--- src/rtl/rigid_body_euler_step_defines.svh ---
// Assertion helpers for the block's modules; only the sequencer includes them.
`ifndef RIGID_BODY_EULER_STEP_DEFINES_SVH
`define RIGID_BODY_EULER_STEP_DEFINES_SVH

// Check a property on every clock edge outside reset.
`define RBE_ASSERT(label, prop, msg) \
  label: assert property (@(posedge clk_i) disable iff (!rst_ni) prop) \
    else $error(msg);

// Check that a condition leads to an outcome in the following cycle.
`define RBE_ASSERT_NEXT(label, pre, post, msg) \
  `RBE_ASSERT(label, (pre) |=> (post), msg)

`endif

--- src/rtl/rbe_pkg.sv ---
`timescale 1ns / 1ps

package rbe_pkg;

  localparam int unsigned WORD_BITS_DEF     = 32;
  localparam int unsigned FRACTION_BITS_DEF = 16;

  localparam int unsigned TS_BITS   = 16;
  localparam int unsigned GS_BITS   = 16;
  localparam int unsigned DRAG_BITS = 16;
  localparam int unsigned IM_BITS   = 24;

  localparam int unsigned TS_FRAC   = 16;
  localparam int unsigned GS_FRAC   = 8;
  localparam int unsigned IM_FRAC   = 16;
  localparam int unsigned DRAG_FRAC = 8;
  localparam int unsigned DF_FRAC   = DRAG_FRAC + TS_FRAC;
  localparam int unsigned DF_BITS   = DF_FRAC + 1;
  localparam int unsigned COEF_BITS = DF_BITS + 1;

  localparam int unsigned CFG_IDX_BITS = 4;
  localparam int unsigned PC_BITS      = 5;

  localparam logic [TS_BITS-1:0]          TS_RST       = 16'd1092;
  localparam logic signed [GS_BITS-1:0]   GS_RST       = 16'sd256;
  localparam logic [IM_BITS-1:0]          IM_RST       = 24'd65536;
  localparam logic [63:0]                 GRAV_Y_UNITS = 64'd980;

  typedef enum logic [1:0] {
    CMD_TICK    = 2'd0,
    CMD_FORCE   = 2'd1,
    CMD_IMPULSE = 2'd2
  } cmd_e;

  typedef enum logic [CFG_IDX_BITS-1:0] {
    REG_TIME_STEP  = 4'd0,
    REG_GRAVITY_X  = 4'd1,
    REG_GRAVITY_Y  = 4'd2,
    REG_GRAV_SCALE = 4'd3,
    REG_GRAVITY_ON = 4'd4,
    REG_KINEMATIC  = 4'd5,
    REG_DRAG_RATE  = 4'd6,
    REG_INV_MASS   = 4'd7
  } reg_idx_e;

  typedef enum logic {
    SEQ_IDLE,
    SEQ_RUN
  } seq_state_e;

  typedef enum logic [2:0] {
    SRC_VEC_X,
    SRC_VEC_Y,
    SRC_GRAV_X,
    SRC_GRAV_Y,
    SRC_ACC_X,
    SRC_ACC_Y,
    SRC_VEL_X,
    SRC_VEL_Y
  } src_e;

  typedef enum logic [1:0] {
    COEF_INV_MASS,
    COEF_GRAV_SCALE,
    COEF_TIME_STEP,
    COEF_DRAG
  } coef_e;

  typedef enum logic [1:0] {
    WR_NONE,
    WR_ADD,
    WR_MOVE
  } wr_e;

  typedef enum logic [2:0] {
    DST_VEC_X,
    DST_VEC_Y,
    DST_ACC_X,
    DST_ACC_Y,
    DST_VEL_X,
    DST_VEL_Y,
    DST_POS_X,
    DST_POS_Y
  } dst_e;

  typedef enum logic [2:0] {
    COND_NEVER,
    COND_TICK,
    COND_IGNORE_VEC,
    COND_KINEMATIC,
    COND_NO_GRAV,
    COND_NO_DRAG
  } cond_e;

  typedef struct packed {
    logic gravity_on;
    logic kinematic;
    logic drag_on;
    logic mass_zero;
  } cfg_flags_t;

  typedef struct packed {
    logic               mul_en;
    src_e               src;
    coef_e              coef;
    wr_e                wr;
    dst_e               dst;
    logic               clr_acc;
    logic               emit;
    logic               last;
    cond_e              cond;
    logic [PC_BITS-1:0] target;
  } ucode_t;

  typedef struct packed {
    logic  load;
    logic  mul_en;
    src_e  src;
    coef_e coef;
    wr_e   wr;
    dst_e  dst;
    logic  clr_acc;
    logic  emit;
  } ctrl_t;

  localparam logic [PC_BITS-1:0] PC_TICK = 5'd5;
  localparam logic [PC_BITS-1:0] PC_VEL  = 5'd10;
  localparam logic [PC_BITS-1:0] PC_POS  = 5'd16;
  localparam logic [PC_BITS-1:0] PC_EMIT = 5'd19;
  localparam logic [PC_BITS-1:0] PC_END  = 5'd20;

  function automatic ucode_t ucode_word(logic [PC_BITS-1:0] pc);
    ucode_t w;
    w = '0;
    unique case (pc)
      5'd0: begin
        w.cond = COND_TICK;  w.target = PC_TICK;
      end
      5'd1: begin
        w.cond = COND_IGNORE_VEC;  w.target = PC_END;
      end
      5'd2: begin
        w.mul_en = 1'b1;  w.src = SRC_VEC_X;  w.coef = COEF_INV_MASS;
      end
      5'd3: begin
        w.mul_en = 1'b1;  w.src = SRC_VEC_Y;  w.coef = COEF_INV_MASS;
        w.wr = WR_ADD;  w.dst = DST_VEC_X;
      end
      5'd4: begin
        w.wr = WR_ADD;  w.dst = DST_VEC_Y;  w.last = 1'b1;
      end
      5'd5: begin
        w.cond = COND_KINEMATIC;  w.target = PC_EMIT;
      end
      5'd6: begin
        w.cond = COND_NO_GRAV;  w.target = PC_VEL;
      end
      5'd7: begin
        w.mul_en = 1'b1;  w.src = SRC_GRAV_X;  w.coef = COEF_GRAV_SCALE;
      end
      5'd8: begin
        w.mul_en = 1'b1;  w.src = SRC_GRAV_Y;  w.coef = COEF_GRAV_SCALE;
        w.wr = WR_ADD;  w.dst = DST_ACC_X;
      end
      5'd9: begin
        w.wr = WR_ADD;  w.dst = DST_ACC_Y;
      end
      5'd10: begin
        w.mul_en = 1'b1;  w.src = SRC_ACC_X;  w.coef = COEF_TIME_STEP;
      end
      5'd11: begin
        w.mul_en = 1'b1;  w.src = SRC_ACC_Y;  w.coef = COEF_TIME_STEP;
        w.wr = WR_ADD;  w.dst = DST_VEL_X;
      end
      5'd12: begin
        w.wr = WR_ADD;  w.dst = DST_VEL_Y;
        w.cond = COND_NO_DRAG;  w.target = PC_POS;
      end
      5'd13: begin
        w.mul_en = 1'b1;  w.src = SRC_VEL_X;  w.coef = COEF_DRAG;
      end
      5'd14: begin
        w.mul_en = 1'b1;  w.src = SRC_VEL_Y;  w.coef = COEF_DRAG;
        w.wr = WR_MOVE;  w.dst = DST_VEL_X;
      end
      5'd15: begin
        w.wr = WR_MOVE;  w.dst = DST_VEL_Y;
      end
      5'd16: begin
        w.mul_en = 1'b1;  w.src = SRC_VEL_X;  w.coef = COEF_TIME_STEP;
      end
      5'd17: begin
        w.mul_en = 1'b1;  w.src = SRC_VEL_Y;  w.coef = COEF_TIME_STEP;
        w.wr = WR_ADD;  w.dst = DST_POS_X;
      end
      5'd18: begin
        w.wr = WR_ADD;  w.dst = DST_POS_Y;  w.clr_acc = 1'b1;
      end
      5'd19: begin
        w.emit = 1'b1;  w.last = 1'b1;
      end
      default: begin
        w.last = 1'b1;
      end
    endcase
    return w;
  endfunction

endpackage

--- src/rtl/rbe_cfg_regs.sv ---
`timescale 1ns / 1ps

module rbe_cfg_regs #(
  parameter int unsigned WORD_BITS     = rbe_pkg::WORD_BITS_DEF,
  parameter int unsigned FRACTION_BITS = rbe_pkg::FRACTION_BITS_DEF
) (
  input  logic                                    clk_i,
  input  logic                                    rst_ni,
  input  logic                                    cfg_valid_i,
  output logic                                    cfg_ready_o,
  input  logic [rbe_pkg::CFG_IDX_BITS-1:0]        cfg_index_i,
  input  logic [WORD_BITS-1:0]                    cfg_data_i,
  output rbe_pkg::cfg_flags_t                     flags_o,
  output logic [rbe_pkg::TS_BITS-1:0]             time_step_o,
  output logic signed [WORD_BITS-1:0]             grav_x_o,
  output logic signed [WORD_BITS-1:0]             grav_y_o,
  output logic signed [rbe_pkg::GS_BITS-1:0]      grav_scale_o,
  output logic [rbe_pkg::IM_BITS-1:0]             inv_mass_o,
  output logic [rbe_pkg::DF_BITS-1:0]             factor_o
);

  localparam logic [63:0] GRAV_Y_WIDE = rbe_pkg::GRAV_Y_UNITS << FRACTION_BITS;
  localparam logic signed [WORD_BITS-1:0] GRAV_Y_RST = $signed(GRAV_Y_WIDE[WORD_BITS-1:0]);
  localparam logic [rbe_pkg::DF_BITS-1:0] FACTOR_ONE = rbe_pkg::DF_BITS'(1) << rbe_pkg::DF_FRAC;

  logic [rbe_pkg::TS_BITS-1:0]        time_step_q;
  logic signed [WORD_BITS-1:0]        grav_x_q;
  logic signed [WORD_BITS-1:0]        grav_y_q;
  logic signed [rbe_pkg::GS_BITS-1:0] grav_scale_q;
  logic                               gravity_on_q;
  logic                               kinematic_q;
  logic [rbe_pkg::DRAG_BITS-1:0]      drag_q;
  logic [rbe_pkg::IM_BITS-1:0]        inv_mass_q;
  logic [rbe_pkg::DF_BITS-1:0]        factor_q;
  logic [rbe_pkg::DF_BITS-1:0]        factor_d;
  logic [31:0]                        drag_ts;
  logic [32:0]                        factor_diff;

  assign cfg_ready_o = 1'b1;

  always_ff @(posedge clk_i or negedge rst_ni) begin
    if (!rst_ni) begin
      time_step_q  <= rbe_pkg::TS_RST;
      grav_x_q     <= '0;
      grav_y_q     <= GRAV_Y_RST;
      grav_scale_q <= rbe_pkg::GS_RST;
      gravity_on_q <= 1'b1;
      kinematic_q  <= 1'b0;
      drag_q       <= '0;
      inv_mass_q   <= rbe_pkg::IM_RST;
    end else if (cfg_valid_i && cfg_ready_o) begin
      unique case (rbe_pkg::reg_idx_e'(cfg_index_i))
        rbe_pkg::REG_TIME_STEP:  time_step_q  <= cfg_data_i[rbe_pkg::TS_BITS-1:0];
        rbe_pkg::REG_GRAVITY_X:  grav_x_q     <= $signed(cfg_data_i);
        rbe_pkg::REG_GRAVITY_Y:  grav_y_q     <= $signed(cfg_data_i);
        rbe_pkg::REG_GRAV_SCALE: grav_scale_q <= $signed(cfg_data_i[rbe_pkg::GS_BITS-1:0]);
        rbe_pkg::REG_GRAVITY_ON: gravity_on_q <= cfg_data_i[0];
        rbe_pkg::REG_KINEMATIC:  kinematic_q  <= cfg_data_i[0];
        rbe_pkg::REG_DRAG_RATE:  drag_q       <= cfg_data_i[rbe_pkg::DRAG_BITS-1:0];
        rbe_pkg::REG_INV_MASS:   inv_mass_q   <= cfg_data_i[rbe_pkg::IM_BITS-1:0];
        default: ;
      endcase
    end
  end

  // drag factor 1 - drag * dt, clamped at zero
  always_comb begin
    drag_ts     = 32'(drag_q) * 32'(time_step_q);
    factor_diff = 33'(FACTOR_ONE) - {1'b0, drag_ts};
    factor_d    = factor_diff[32] ? '0 : factor_diff[rbe_pkg::DF_BITS-1:0];
  end

  always_ff @(posedge clk_i or negedge rst_ni) begin
    if (!rst_ni) begin
      factor_q <= FACTOR_ONE;
    end else begin
      factor_q <= factor_d;
    end
  end

  assign flags_o.gravity_on = gravity_on_q;
  assign flags_o.kinematic  = kinematic_q;
  assign flags_o.drag_on    = (drag_q != '0);
  assign flags_o.mass_zero  = (inv_mass_q == '0);
  assign time_step_o        = time_step_q;
  assign grav_x_o           = grav_x_q;
  assign grav_y_o           = grav_y_q;
  assign grav_scale_o       = grav_scale_q;
  assign inv_mass_o         = inv_mass_q;
  assign factor_o           = factor_q;

endmodule

--- src/rtl/rbe_sequencer.sv ---
`timescale 1ns / 1ps
`include "rigid_body_euler_step_defines.svh"

module rbe_sequencer (
  input  logic                 clk_i,
  input  logic                 rst_ni,
  input  logic                 in_valid_i,
  output logic                 in_stall_o,
  input  logic [1:0]           cmd_i,
  input  rbe_pkg::cfg_flags_t  flags_i,
  input  logic                 out_block_i,
  output rbe_pkg::ctrl_t       ctrl_o
);

  rbe_pkg::seq_state_e           state_q, state_d;
  logic [rbe_pkg::PC_BITS-1:0]   pc_q, pc_d;
  logic [1:0]                    cmd_q, cmd_d;
  rbe_pkg::ucode_t               cw;
  logic                          hold;
  logic                          cond_hit;
  logic                          issue;
  logic                          vec_cmd;

  always_ff @(posedge clk_i or negedge rst_ni) begin
    if (!rst_ni) begin
      state_q <= rbe_pkg::SEQ_IDLE;
      pc_q    <= '0;
      cmd_q   <= '0;
    end else begin
      state_q <= state_d;
      pc_q    <= pc_d;
      cmd_q   <= cmd_d;
    end
  end

  always_comb begin
    cw      = rbe_pkg::ucode_word(pc_q);
    hold    = cw.emit && out_block_i;
    vec_cmd = (cmd_q == rbe_pkg::CMD_FORCE) || (cmd_q == rbe_pkg::CMD_IMPULSE);

    unique case (cw.cond)
      rbe_pkg::COND_NEVER:      cond_hit = 1'b0;
      rbe_pkg::COND_TICK:       cond_hit = (cmd_q == rbe_pkg::CMD_TICK);
      rbe_pkg::COND_IGNORE_VEC: cond_hit = flags_i.kinematic || flags_i.mass_zero || !vec_cmd;
      rbe_pkg::COND_KINEMATIC:  cond_hit = flags_i.kinematic;
      rbe_pkg::COND_NO_GRAV:    cond_hit = !flags_i.gravity_on;
      rbe_pkg::COND_NO_DRAG:    cond_hit = !flags_i.drag_on;
      default:                  cond_hit = 1'b0;
    endcase

    state_d = state_q;
    pc_d    = pc_q;
    cmd_d   = cmd_q;
    issue   = 1'b0;
    ctrl_o  = '0;

    unique case (state_q)
      rbe_pkg::SEQ_IDLE: begin
        if (in_valid_i) begin
          ctrl_o.load = 1'b1;
          state_d     = rbe_pkg::SEQ_RUN;
          pc_d        = '0;
          cmd_d       = cmd_i;
        end
      end
      rbe_pkg::SEQ_RUN: begin
        if (!hold) begin
          issue = 1'b1;
          if (cw.last) begin
            state_d = rbe_pkg::SEQ_IDLE;
          end else if (cond_hit) begin
            pc_d = cw.target;
          end else begin
            pc_d = pc_q + 1'b1;
          end
        end
      end
      default: begin
        state_d = rbe_pkg::SEQ_IDLE;
      end
    endcase

    if (issue) begin
      ctrl_o.mul_en  = cw.mul_en;
      ctrl_o.src     = cw.src;
      ctrl_o.coef    = cw.coef;
      ctrl_o.wr      = cw.wr;
      ctrl_o.clr_acc = cw.clr_acc;
      ctrl_o.emit    = cw.emit;
      unique case (cw.dst)
        rbe_pkg::DST_VEC_X: ctrl_o.dst = (cmd_q == rbe_pkg::CMD_IMPULSE) ?
                                         rbe_pkg::DST_VEL_X : rbe_pkg::DST_ACC_X;
        rbe_pkg::DST_VEC_Y: ctrl_o.dst = (cmd_q == rbe_pkg::CMD_IMPULSE) ?
                                         rbe_pkg::DST_VEL_Y : rbe_pkg::DST_ACC_Y;
        default:            ctrl_o.dst = cw.dst;
      endcase
    end
  end

  assign in_stall_o = (state_q != rbe_pkg::SEQ_IDLE);

  `RBE_ASSERT_NEXT(a_start_at_entry, ctrl_o.load, state_q == rbe_pkg::SEQ_RUN && pc_q == '0, "sequencer did not start at step zero")
  `RBE_ASSERT_NEXT(a_hold_on_block, state_q == rbe_pkg::SEQ_RUN && cw.emit && out_block_i, state_q == rbe_pkg::SEQ_RUN && pc_q == $past(pc_q), "result step advanced while output was blocked")
  `RBE_ASSERT(a_pc_in_program, state_q == rbe_pkg::SEQ_RUN |-> pc_q <= rbe_pkg::PC_END, "step counter left the program")
  `RBE_ASSERT(a_quiet_when_idle, state_q == rbe_pkg::SEQ_IDLE |-> ctrl_o.wr == rbe_pkg::WR_NONE && !ctrl_o.emit && !ctrl_o.mul_en, "datapath driven while idle")

endmodule

--- src/rtl/rbe_datapath.sv ---
`timescale 1ns / 1ps

module rbe_datapath #(
  parameter int unsigned WORD_BITS = rbe_pkg::WORD_BITS_DEF
) (
  input  logic                                clk_i,
  input  logic                                rst_ni,
  input  rbe_pkg::ctrl_t                      ctrl_i,
  input  logic signed [WORD_BITS-1:0]         vec_x_i,
  input  logic signed [WORD_BITS-1:0]         vec_y_i,
  input  logic signed [WORD_BITS-1:0]         grav_x_i,
  input  logic signed [WORD_BITS-1:0]         grav_y_i,
  input  logic signed [rbe_pkg::GS_BITS-1:0]  grav_scale_i,
  input  logic [rbe_pkg::TS_BITS-1:0]         time_step_i,
  input  logic [rbe_pkg::IM_BITS-1:0]         inv_mass_i,
  input  logic [rbe_pkg::DF_BITS-1:0]         factor_i,
  input  logic                                out_stall_i,
  output logic                                out_block_o,
  output logic                                out_valid_o,
  output logic signed [WORD_BITS-1:0]         out_pos_x_o,
  output logic signed [WORD_BITS-1:0]         out_pos_y_o,
  output logic signed [WORD_BITS-1:0]         out_vel_x_o,
  output logic signed [WORD_BITS-1:0]         out_vel_y_o,
  output logic                                saturated_o
);

  localparam int unsigned PROD_BITS = WORD_BITS + rbe_pkg::COEF_BITS;
  localparam int unsigned CB        = rbe_pkg::COEF_BITS;
  localparam logic signed [WORD_BITS-1:0] WORD_MAX = {1'b0, {(WORD_BITS-1){1'b1}}};
  localparam logic signed [WORD_BITS-1:0] WORD_MIN = {1'b1, {(WORD_BITS-1){1'b0}}};

  logic signed [WORD_BITS-1:0] pos_x_q, pos_y_q, vel_x_q, vel_y_q, acc_x_q, acc_y_q;
  logic signed [WORD_BITS-1:0] vec_x_q, vec_y_q;
  logic signed [WORD_BITS-1:0] prod_q, prod_d;
  logic                        flag_q, flag_d;
  logic                        out_valid_q;
  logic signed [WORD_BITS-1:0] out_pos_x_q, out_pos_y_q, out_vel_x_q, out_vel_y_q;
  logic                        out_sat_q;

  logic signed [WORD_BITS-1:0] mul_a;
  logic signed [CB-1:0]        mul_k;
  logic signed [PROD_BITS-1:0] mul_full, mul_shr;
  logic [PROD_BITS-WORD_BITS:0] mul_hi;
  logic                        mul_sat;
  logic signed [WORD_BITS-1:0] dst_val;
  logic [WORD_BITS:0]          sum;
  logic                        add_ovf;
  logic signed [WORD_BITS-1:0] add_res;
  logic signed [WORD_BITS-1:0] wr_val;

  // shared multiply, floor shift and saturate
  always_comb begin
    case (ctrl_i.src)
      rbe_pkg::SRC_VEC_X:  mul_a = vec_x_q;
      rbe_pkg::SRC_VEC_Y:  mul_a = vec_y_q;
      rbe_pkg::SRC_GRAV_X: mul_a = grav_x_i;
      rbe_pkg::SRC_GRAV_Y: mul_a = grav_y_i;
      rbe_pkg::SRC_ACC_X:  mul_a = acc_x_q;
      rbe_pkg::SRC_ACC_Y:  mul_a = acc_y_q;
      rbe_pkg::SRC_VEL_X:  mul_a = vel_x_q;
      rbe_pkg::SRC_VEL_Y:  mul_a = vel_y_q;
      default:             mul_a = vel_y_q;
    endcase

    case (ctrl_i.coef)
      rbe_pkg::COEF_INV_MASS:
        mul_k = $signed({{(CB-rbe_pkg::IM_BITS){1'b0}}, inv_mass_i});
      rbe_pkg::COEF_GRAV_SCALE:
        mul_k = $signed({{(CB-rbe_pkg::GS_BITS){grav_scale_i[rbe_pkg::GS_BITS-1]}},
                         grav_scale_i});
      rbe_pkg::COEF_TIME_STEP:
        mul_k = $signed({{(CB-rbe_pkg::TS_BITS){1'b0}}, time_step_i});
      default:
        mul_k = $signed({{(CB-rbe_pkg::DF_BITS){1'b0}}, factor_i});
    endcase

    mul_full = PROD_BITS'(mul_a) * PROD_BITS'(mul_k);

    case (ctrl_i.coef)
      rbe_pkg::COEF_INV_MASS:   mul_shr = mul_full >>> rbe_pkg::IM_FRAC;
      rbe_pkg::COEF_GRAV_SCALE: mul_shr = mul_full >>> rbe_pkg::GS_FRAC;
      rbe_pkg::COEF_TIME_STEP:  mul_shr = mul_full >>> rbe_pkg::TS_FRAC;
      default:                  mul_shr = mul_full >>> rbe_pkg::DF_FRAC;
    endcase

    mul_hi  = mul_shr[PROD_BITS-1:WORD_BITS-1];
    mul_sat = !((&mul_hi) || !(|mul_hi));
    if (mul_sat) begin
      prod_d = mul_shr[PROD_BITS-1] ? WORD_MIN : WORD_MAX;
    end else begin
      prod_d = mul_shr[WORD_BITS-1:0];
    end
  end

  // saturating accumulate into, or plain move to, the selected state word
  always_comb begin
    case (ctrl_i.dst)
      rbe_pkg::DST_ACC_X: dst_val = acc_x_q;
      rbe_pkg::DST_ACC_Y: dst_val = acc_y_q;
      rbe_pkg::DST_VEL_X: dst_val = vel_x_q;
      rbe_pkg::DST_VEL_Y: dst_val = vel_y_q;
      rbe_pkg::DST_POS_X: dst_val = pos_x_q;
      rbe_pkg::DST_POS_Y: dst_val = pos_y_q;
      default:            dst_val = '0;
    endcase

    sum     = {dst_val[WORD_BITS-1], dst_val} + {prod_q[WORD_BITS-1], prod_q};
    add_ovf = sum[WORD_BITS] ^ sum[WORD_BITS-1];
    if (add_ovf) begin
      add_res = sum[WORD_BITS] ? WORD_MIN : WORD_MAX;
    end else begin
      add_res = sum[WORD_BITS-1:0];
    end

    wr_val = (ctrl_i.wr == rbe_pkg::WR_MOVE) ? prod_q : add_res;

    flag_d = flag_q;
    if (ctrl_i.load) begin
      flag_d = 1'b0;
    end else begin
      flag_d = flag_q || (ctrl_i.mul_en && mul_sat) ||
               (ctrl_i.wr == rbe_pkg::WR_ADD && add_ovf);
    end
  end

  always_ff @(posedge clk_i) begin
    if (ctrl_i.load) begin
      vec_x_q <= vec_x_i;
      vec_y_q <= vec_y_i;
    end
    if (ctrl_i.mul_en) begin
      prod_q <= prod_d;
    end
  end

  always_ff @(posedge clk_i or negedge rst_ni) begin
    if (!rst_ni) begin
      pos_x_q <= '0;
      pos_y_q <= '0;
      vel_x_q <= '0;
      vel_y_q <= '0;
      acc_x_q <= '0;
      acc_y_q <= '0;
      flag_q  <= 1'b0;
    end else begin
      flag_q <= flag_d;
      if (ctrl_i.wr == rbe_pkg::WR_ADD || ctrl_i.wr == rbe_pkg::WR_MOVE) begin
        case (ctrl_i.dst)
          rbe_pkg::DST_ACC_X: acc_x_q <= wr_val;
          rbe_pkg::DST_ACC_Y: acc_y_q <= wr_val;
          rbe_pkg::DST_VEL_X: vel_x_q <= wr_val;
          rbe_pkg::DST_VEL_Y: vel_y_q <= wr_val;
          rbe_pkg::DST_POS_X: pos_x_q <= wr_val;
          rbe_pkg::DST_POS_Y: pos_y_q <= wr_val;
          default: ;
        endcase
      end
      if (ctrl_i.clr_acc) begin
        acc_x_q <= '0;
        acc_y_q <= '0;
      end
    end
  end

  // result word register
  always_ff @(posedge clk_i or negedge rst_ni) begin
    if (!rst_ni) begin
      out_valid_q <= 1'b0;
    end else if (ctrl_i.emit) begin
      out_valid_q <= 1'b1;
    end else if (!out_stall_i) begin
      out_valid_q <= 1'b0;
    end
  end

  always_ff @(posedge clk_i) begin
    if (ctrl_i.emit) begin
      out_pos_x_q <= pos_x_q;
      out_pos_y_q <= pos_y_q;
      out_vel_x_q <= vel_x_q;
      out_vel_y_q <= vel_y_q;
      out_sat_q   <= flag_q;
    end
  end

  assign out_block_o = out_valid_q && out_stall_i;
  assign out_valid_o = out_valid_q;
  assign out_pos_x_o = out_pos_x_q;
  assign out_pos_y_o = out_pos_y_q;
  assign out_vel_x_o = out_vel_x_q;
  assign out_vel_y_o = out_vel_y_q;
  assign saturated_o = out_sat_q;

endmodule

--- src/rtl/rigid_body_euler_step.sv ---
`timescale 1ns / 1ps
// Semi-implicit Euler integrator for one 2D point body in signed fixed point.
// Each input word is a tick, a force or an impulse; only a tick returns a
// result word (position, velocity and a saturation flag). All arithmetic runs
// through one shared multiply-shift-saturate unit and one saturating adder,
// sequenced by a 21-step microprogram, so the block takes one event at a time
// and in_stall_o stays high until it is done. A tick runs the gravity,
// velocity, drag and position steps, skipping gravity or drag when off; a
// kinematic tick goes straight to its result step, and an unused command is
// ignored. The result word sits in an output register, so the next event is
// taken while it waits; a tick reaching its result step holds there while
// that register is still stalled. Registers are written through the
// configuration port, which is always ready, and are meant to be changed only
// while no event is in flight.

module rigid_body_euler_step #(
  parameter int unsigned WORD_BITS     = rbe_pkg::WORD_BITS_DEF,
  parameter int unsigned FRACTION_BITS = rbe_pkg::FRACTION_BITS_DEF
) (
  input  logic                             clk_i,
  input  logic                             rst_ni,
  input  logic                             in_valid_i,
  output logic                             in_stall_o,
  input  logic [1:0]                       cmd_i,
  input  logic signed [WORD_BITS-1:0]      vec_x_i,
  input  logic signed [WORD_BITS-1:0]      vec_y_i,
  output logic                             out_valid_o,
  input  logic                             out_stall_i,
  output logic signed [WORD_BITS-1:0]      out_pos_x_o,
  output logic signed [WORD_BITS-1:0]      out_pos_y_o,
  output logic signed [WORD_BITS-1:0]      out_vel_x_o,
  output logic signed [WORD_BITS-1:0]      out_vel_y_o,
  output logic                             saturated_o,
  input  logic                             cfg_valid_i,
  output logic                             cfg_ready_o,
  input  logic [rbe_pkg::CFG_IDX_BITS-1:0] cfg_index_i,
  input  logic [WORD_BITS-1:0]             cfg_data_i
);

  rbe_pkg::cfg_flags_t                flags;
  rbe_pkg::ctrl_t                     ctrl;
  logic [rbe_pkg::TS_BITS-1:0]        time_step;
  logic signed [WORD_BITS-1:0]        grav_x;
  logic signed [WORD_BITS-1:0]        grav_y;
  logic signed [rbe_pkg::GS_BITS-1:0] grav_scale;
  logic [rbe_pkg::IM_BITS-1:0]        inv_mass;
  logic [rbe_pkg::DF_BITS-1:0]        factor;
  logic                               out_block;

  rbe_cfg_regs #(
    .WORD_BITS     (WORD_BITS),
    .FRACTION_BITS (FRACTION_BITS)
  ) u_cfg (
    .clk_i        (clk_i),
    .rst_ni       (rst_ni),
    .cfg_valid_i  (cfg_valid_i),
    .cfg_ready_o  (cfg_ready_o),
    .cfg_index_i  (cfg_index_i),
    .cfg_data_i   (cfg_data_i),
    .flags_o      (flags),
    .time_step_o  (time_step),
    .grav_x_o     (grav_x),
    .grav_y_o     (grav_y),
    .grav_scale_o (grav_scale),
    .inv_mass_o   (inv_mass),
    .factor_o     (factor)
  );

  rbe_sequencer u_seq (
    .clk_i       (clk_i),
    .rst_ni      (rst_ni),
    .in_valid_i  (in_valid_i),
    .in_stall_o  (in_stall_o),
    .cmd_i       (cmd_i),
    .flags_i     (flags),
    .out_block_i (out_block),
    .ctrl_o      (ctrl)
  );

  rbe_datapath #(
    .WORD_BITS (WORD_BITS)
  ) u_dp (
    .clk_i        (clk_i),
    .rst_ni       (rst_ni),
    .ctrl_i       (ctrl),
    .vec_x_i      (vec_x_i),
    .vec_y_i      (vec_y_i),
    .grav_x_i     (grav_x),
    .grav_y_i     (grav_y),
    .grav_scale_i (grav_scale),
    .time_step_i  (time_step),
    .inv_mass_i   (inv_mass),
    .factor_i     (factor),
    .out_stall_i  (out_stall_i),
    .out_block_o  (out_block),
    .out_valid_o  (out_valid_o),
    .out_pos_x_o  (out_pos_x_o),
    .out_pos_y_o  (out_pos_y_o),
    .out_vel_x_o  (out_vel_x_o),
    .out_vel_y_o  (out_vel_y_o),
    .saturated_o  (saturated_o)
  );

endmodule

--- config.mk ---
export PLATFORM = sky130hd
export DESIGN_NAME = rigid_body_euler_step
export DESIGN_NICKNAME = d
export VERILOG_FILES = /design/src/rtl/rbe_pkg.sv /design/src/rtl/rbe_cfg_regs.sv /design/src/rtl/rbe_sequencer.sv /design/src/rtl/rbe_datapath.sv /design/src/rtl/rigid_body_euler_step.sv
export VERILOG_INCLUDE_DIRS = /design/src /design/src/rtl
export SDC_FILE = /design/constraint.sdc
export NUM_CORES = 2
export LEC_CHECK = 0
export BUFFER_PORTS_ARGS = -buffer_cell sky130_fd_sc_hd__buf_4
export CORE_MARGIN = 2
export CORE_UTILIZATION = 59
export CTS_CLUSTER_SIZE = 14
export DETAILED_ROUTE_END_ITERATION = 8
export GPL_TIMING_DRIVEN = 0
export PLACE_DENSITY_LB_ADDON = 0.2
export SYNTH_ARGS = -nofsm -noshare
export SYNTH_HDL_FRONTEND = slang
export SYNTH_SLANG_ARGS = --single-unit
export TNS_END_PERCENT = 1
--- constraint.sdc ---
create_clock -name clk_i -period 11.8 [get_ports clk_i]
set_input_delay 0.59 -clock clk_i [delete_from_list [all_inputs] [get_ports clk_i]]
set_output_delay 0.59 -clock clk_i [all_outputs]
set_load 0.03 [all_outputs]
======== Word level (Yosys, flattened, before mapping) ========
Index checks and enable logic that the tools add are counted.
operators by class
  reduce and logical (&&, ||, !) cells .... 47
  muxes and demuxes ....................... 41
  order comparisons ....................... 0
  divide/modulo/power cells ............... 0
  add/subtract/negate cells ............... 3
  bitwise logic cells ..................... 2
  equality and inequality tests ........... 55
  multiply operators ...................... 2
  shift operators ......................... 0
operators by type and width
  operator                number
  $mux 32                 11
  $pmux 32 s8             1
  $pmux 32 s6             1
  $pmux 49 s2             1
  $pmux 26 s3             1
  $pmux 6 s10             1
  $mul 32x26->58          1
  $pmux 5 s10             1
  $eq 5x4->1 const B      8
  $pmux 8 s5              1
  $add 32x32->33          1
  $sub 25x32->33 const A  1
  $mul 16x16->32          1
  $eq 3x3->1 const B      10
  $reduce_and 2->1        15
  $reduce_and 27->1       1
  $reduce_or 27->1        1
  $mux 25                 1
  $logic_not 24->1        1
  $eq 5x3->1 const B      4
  $eq 5x5->1 const B      4
  $mux 5                  4
  $eq 3x2->1 const B      6
  $reduce_or 18->1        1
  other kinds (31)        72
storage, ports and cells
  bits in latches ......................... 0
  ROM bits ................................ 0
  memories kept ........................... 0
  register bits ........................... 590
  bits of input ports ..................... 107
  RAM bits ................................ 0
  word-level logic and storage cells ...... 178

======== Depth between registers and ports, before layout ========
  word-level depth ........................ 18
  depth in mapped cells ................... 51
  depth with buffers taken out ............ 43

======== Modules after synthesis ========
Synthesis repeated with hierarchy kept, for this count alone.
unflattened totals
  cells, all modules ...................... 6917
  area total of the unflattened synthesis .. 66317.4 sq um
by module, submodules not included
  module         area an instance (sq um)  times used  sequential area each (sq um)  cells each
  rbe_datapath   50166.9                   1           11611.1                       5347
  rbe_cfg_regs   15023.2                   1           4095.2                        1423
  rbe_sequencer  1127.3                    1           200.2                         147

======== Least setup slack after synthesis ========
OpenSTA, ideal clock, no wires.
  kind .................................... reg2reg
  from .................................... reg u_seq.pc_q[0] in the netlist's numbering
  to ...................................... reg u_dp.prod_q[25], data pin
  cell stages (with the launch flop) ...... 47
  setup time .............................. 261 ps
  path slack .............................. -204 ps
  path buffers ............................ 7
  arrival ................................. 11743 ps
  period minus slack after synthesis ...... 12004 ps
  data required time ...................... 11539 ps
  cell sequence ........................... dfrtp_1 > ha_1 > clkbuf_1 > mux2i_1 > o22ai_2 > clkbuf_1 > nor2_1 > nor2_1 > and2_1 > clkbuf_1 > clkbuf_1 > nand2_1 > a21oi_1 > o32a_1 > clkbuf_1 > nand2_1 > fa_1 > inv_1 > (+11 left out) > clkbuf_1 > a21o_1 > a21o_1 > a21o_1 > a21o_1 > a21o_1 > a221oi_1 > a2bb2oi_1 > o21a_1 > o21ai_1 > xor2_1 > a221o_1 > a2111oi_1 > nand2_1 > a221o_1 > o41a_2 > buf_6 > mux2i_1
on the way
  longest elaborated chain between the ends .. 14
RTL lines
  item                                        RTL line                                RTL
  from (decl)                                 rbe_sequencer.sv:16                     logic [rbe_pkg::PC_BITS-1:0] pc_q, pc_d;
  from (signal assigned)                      rbe_sequencer.sv:31                     pc_q <= pc_d;
  $eq 5x5->1                                  rbe_pkg.sv:135                          unique case (pc)
  $mux 1                                      rbe_pkg.sv:135
  $logic_and 1x1->1                           rbe_sequencer.sv:38                     hold = cw.emit && out_block_i;
  $mux 1                                      rbe_sequencer.sv:67                     if (!hold) begin
  $mux 1                                      rbe_sequencer.sv:57                     unique case (state_q)
  $mux 13 (*)                                 rbe_sequencer.sv:83                     if (issue) begin
  $eq 3x3->1, or another cell as far along    rbe_datapath.sv:53                      case (ctrl_i.src)
  $pmux 32 s8 or $pmux 26 s3 (tied branches)  rbe_datapath.sv:53, rbe_datapath.sv:65
  $mul 32x26->58                              rbe_datapath.sv:77                      mul_full = PROD_BITS'(mul_a) * PROD_BITS'(mul_k);
  $pmux 49 s2                                 rbe_datapath.sv:79                      case (ctrl_i.coef)
  $reduce_or 27->1                            rbe_datapath.sv:87                      mul_sat = !((&mul_hi) || !(|mul_hi));
  $logic_not 1->1                             rbe_datapath.sv:87
  $logic_or 1x1->1                            rbe_datapath.sv:87
  $mux 32 (*)                                 rbe_datapath.sv:88                      if (mul_sat) begin
  via u_dp.prod_d[25]                         rbe_datapath.sv:34                      logic signed [WORD_BITS-1:0] prod_q, prod_d;
  to (signal assigned)                        rbe_datapath.sv:132                     prod_q <= prod_d;
  to (decl)                                   rbe_datapath.sv:34
The timed path passes the listed nets; every way through them passes the cells marked *.
A chain may end at the register's enable or synchronous reset.

======== Worst setup path after layout ========
  from .................................... reg u_seq.pc_q[0] in the netlist's numbering
  to ...................................... reg u_dp.prod_q[20], data pin
The elaborated chain is that of the path after synthesis.

==> impl_summary.log <==
[metrics] number of violations of the max-capacitance limit: 0
[metrics] critical path buffer and inverter count: 12
[metrics] clock tree from TritonCTS: yes
[metrics] TritonCTS buffer count: 66
[metrics] detailed router's first-iteration violation count: 6285
[metrics] most prevalent standard cell on the critical path: fa_1
[metrics] met2 wire len: 105000 µm
[metrics] number of warnings reported in the yosys synthesis log: 0
[metrics] Hold Crit Class: input port to register
[metrics] final non-filler cell total: 8776
[metrics] clock-pin slew of the registers on the worst-case setup and hold paths: 80 ps
[metrics] Core Region: 111000 µm²
[metrics] ys flop type: dfrtp_1
[metrics] maximum number of pins on one net before global-route repair: 111
[metrics] via count of the first global-routing pass: about 55k
[metrics] crit path launch type: register
[metrics] starting utilization of the core area: 59.6%
[metrics] final critical delay including setup and external delays: 11650 ps
[metrics] Final HPWL DP: 200000 µm
[metrics] Total GRT Usage: 43.7%
[metrics] end of the critical path: u_dp.prod_q[20]$_DFFE_PP_
[metrics] fraction of layout cells with a size suffix above 1: 15.0%
[metrics] number of enable flip-flop cells after synthesis: 225
[metrics] amount of wire on met3 after detailed routing: 32500 µm
[metrics] H-Tree Depth: 3
[metrics] number of top-level pins: 239
[metrics] RSZ-0062 raised after global routing: true
[metrics] # setup viols final: 0
[metrics] Top Family by Delay on Critical Path: adder cells
[metrics] reg-to-reg setup timing slack: 150 ps
[metrics] total iterations of the first detailed-routing run: 6
[metrics] outcome: finished, final reports clean
[metrics] startpoint of the worst register-to-register path: u_seq.pc_q[0]$_DFFE_PN0P_
[metrics] critical path's slowest cell: mux2i_1
[metrics] Slew Viols, Final: 0
[metrics] post-synthesis to final-layout area growth: 14.2%
[metrics] Syn Inst Count: 6829
[metrics] top-count cell post-synth: inv_1
[metrics] area fraction of the dominant cell type after synthesis: 32.2%
[metrics] number of core rows: 122
[metrics] total placed instance area: 70200 µm²
[metrics] average vias per placed instance: 6.15
[metrics] number of storage elements in the synthesis netlist: 590
[metrics] critical path class: register to register
[metrics] CTS max path bufs: 3
[metrics] count of endpoints failing hold in the final timing report: 0
[metrics] height of the die: 338 µm
[metrics] data arrival time of the critical path: 12150 ps
[metrics] Synth async-reset ratio: 61.9%
[metrics] number of sinks driven by the clock tree: 590
[metrics] worst setup skew after layout: between 60 and 70 ps
[metrics] Netlist cell types: between 90 and 100
[metrics] logic depth of the worst register-to-register path: between 40 and 50
[metrics] synthesized area divided by synthesized cell count: slightly below 10 µm²
[metrics] placed instance count: 8583
[metrics] Least-Margin Pin Slew: 1350 ps
[metrics] first-pass GRT wire length: 363000 µm
[metrics] crit path launch: u_seq.pc_q[0]$_DFFE_PN0P_
[metrics] Largest stage delay, worst path: 580 ps
[metrics] mapped cell area: about 66000 µm²
[metrics] cell area after layout: ~75000 µm²
[metrics] end of the worst register-to-register path: u_dp.prod_q[20]$_DFFE_PP_
[metrics] residual overflow from global routing: 0
[metrics] antenna violations before repair: 12
[metrics] cell at the root of the clock tree: clkbuf_16
[metrics] relative slew slack: 9.19%
[metrics] syn_nets: 8307
[metrics] main area contributors after synthesis: fa_1 (32%), dfrtp_1 (13%), edfxtp_1 (10%), inv_1 (6.9%), ha_1 (5.9%)
[metrics] die footprint: 114000 µm²
[metrics] layout net count: 8707
[metrics] width of the die: 338 µm
[metrics] Setup crit end kind: register
[metrics] count of unresolved DRC violations after routing: 0
[metrics] cell type contributing the most total cell area after synthesis: fa_1
[metrics] instance count on the critical path: 41
[metrics] final clock period utilization by the worst path: 98.7%
[metrics] achievable frequency: 85.9 MHz
[metrics] met1 WL: a little over 90000 µm
[metrics] required time of the critical path: 12300 ps
[metrics] uppermost signal routing layer after detailed routing: met5
[metrics] post-route worst hold slack: 76.6 ps
[metrics] GPL Wtd Cong: about 1.1
[metrics] Detail Route Antenna Nets: 0
[metrics] final wirelength: 248000 µm
[metrics] top cells by instance count after synthesis: inv_1 (1215), fa_1 (1059), nand2_1 (908)
[metrics] wire length per cell: 28.3 µm
[metrics] sequential area share after synthesis: 24.1%
[metrics] buffers added on ports: 236
[metrics] insertion delay of the later-clocked pin in the worst-skew pair: a little under 700 ps
[metrics] Max FO, Critical Path: 10
[metrics] number of vias in the routed layout: 54.0k
[layout by cell type, fill, tap and decap left out, drive strengths merged, types with 15 or more instances in the layout]
master,count
o31ai,28
nor4,19
a22o,27
nand4,25
buf,432
nor2b,24
mux2,192
o22ai,45
nor2,531
o32ai,15
clkbuf,339
nand3,33
and3,16
ha,312
nand2,908
a21o,55
nor3,31
o211ai,81
clkinv,22
and2,208
inv,1214
nand2b,37
a221oi,26
mux2i,140
o21a,27
o21bai,25
o21ai,286
dfrtp,352
edfxtp,225
xnor2,74
fa,1059
xor2,28
a21oi,229
[logic make-up after synthesis]
group,share of synthesized area [%]
buffers and inverters,8.98
flip-flops,24.1
AND/OR/NAND/NOR,12.4
AO/OA/AOI/OAI,9.50
adder cells (fa/ha/maj),38.2
multiplexers,5.41
XOR/XNOR,1.37
other,0.00569
[metal layers]
metal	track usage, %	vias up
met4	28.7	10
met2	63.0	3405
li1	-	22500
met1	56.2	27300
met5	0	-
met3	15.0	799
[worst min path at each step]
| stage | start | to | cells past startpoint |
|---|---|---|---|
| 2_1_floorplan | rst_ni | u_cfg.drag_q[0]$_DFFE_PN0P_ | 0 |
| 4_1_cts | vec_x_i[10] | u_dp.vec_x_q[10]$_DFFE_PP_ | 1 |
| 3_3_place_gp | u_dp.pos_y_q[28]$_DFFE_PN0P_ | u_dp.out_pos_y_o[28]$_DFFE_PP_ | 0 |
| 3_5_place_dp | u_dp.pos_y_q[28]$_DFFE_PN0P_ | u_dp.out_pos_y_o[28]$_DFFE_PP_ | 0 |
| 5_1_grt | vec_y_i[3] | u_dp.vec_y_q[3]$_DFFE_PP_ | 1 |
| 6_report | vec_x_i[4] | u_dp.vec_x_q[4]$_DFFE_PP_ | 1 |
[per-stage QoR]
stage	setup TNS [ps]	worst slack, ps	utilization [%]
3_3_place_gp	-534200	-3620	62.8
2_1_floorplan	0	343	-
4_1_cts	0	5.03	67.0
3_5_place_dp	-100420	-3150	63.4
6_report	0	153	68.0
5_1_grt	-520	-64.6	68.0
[area by class of cell]
| type | count | area [µm²] |
|---|---|---|
| multi-input combinational | 4672 | 45800 |
| fill | 8745 | 35400 |
| sequential | 590 | 15900 |
| inverter | 1216 | 4590 |
| timing repair buffer | 362 | 3090 |
| tap | 1488 | 1860 |
| clock buffer | 89 | 1780 |
| buffer | 321 | 1690 |
| clock inverter | 33 | 463 |
| antenna | 5 | 12.5 |
[repair_timing]
item | CTS | global route
pin swaps | 26 | 25
hold endpoints to repair | 73 | 0
setup buffers | 56 | 39
setup endpoints to repair | 33 | 32
gates cloned | 1 | 0
gates resized for setup | 396 | 267
hold buffers | 1 | 0
Power is left out: the tool's default activity adds up to more than one toggle a clock period on the data nets, which glitch-free logic cannot reach.
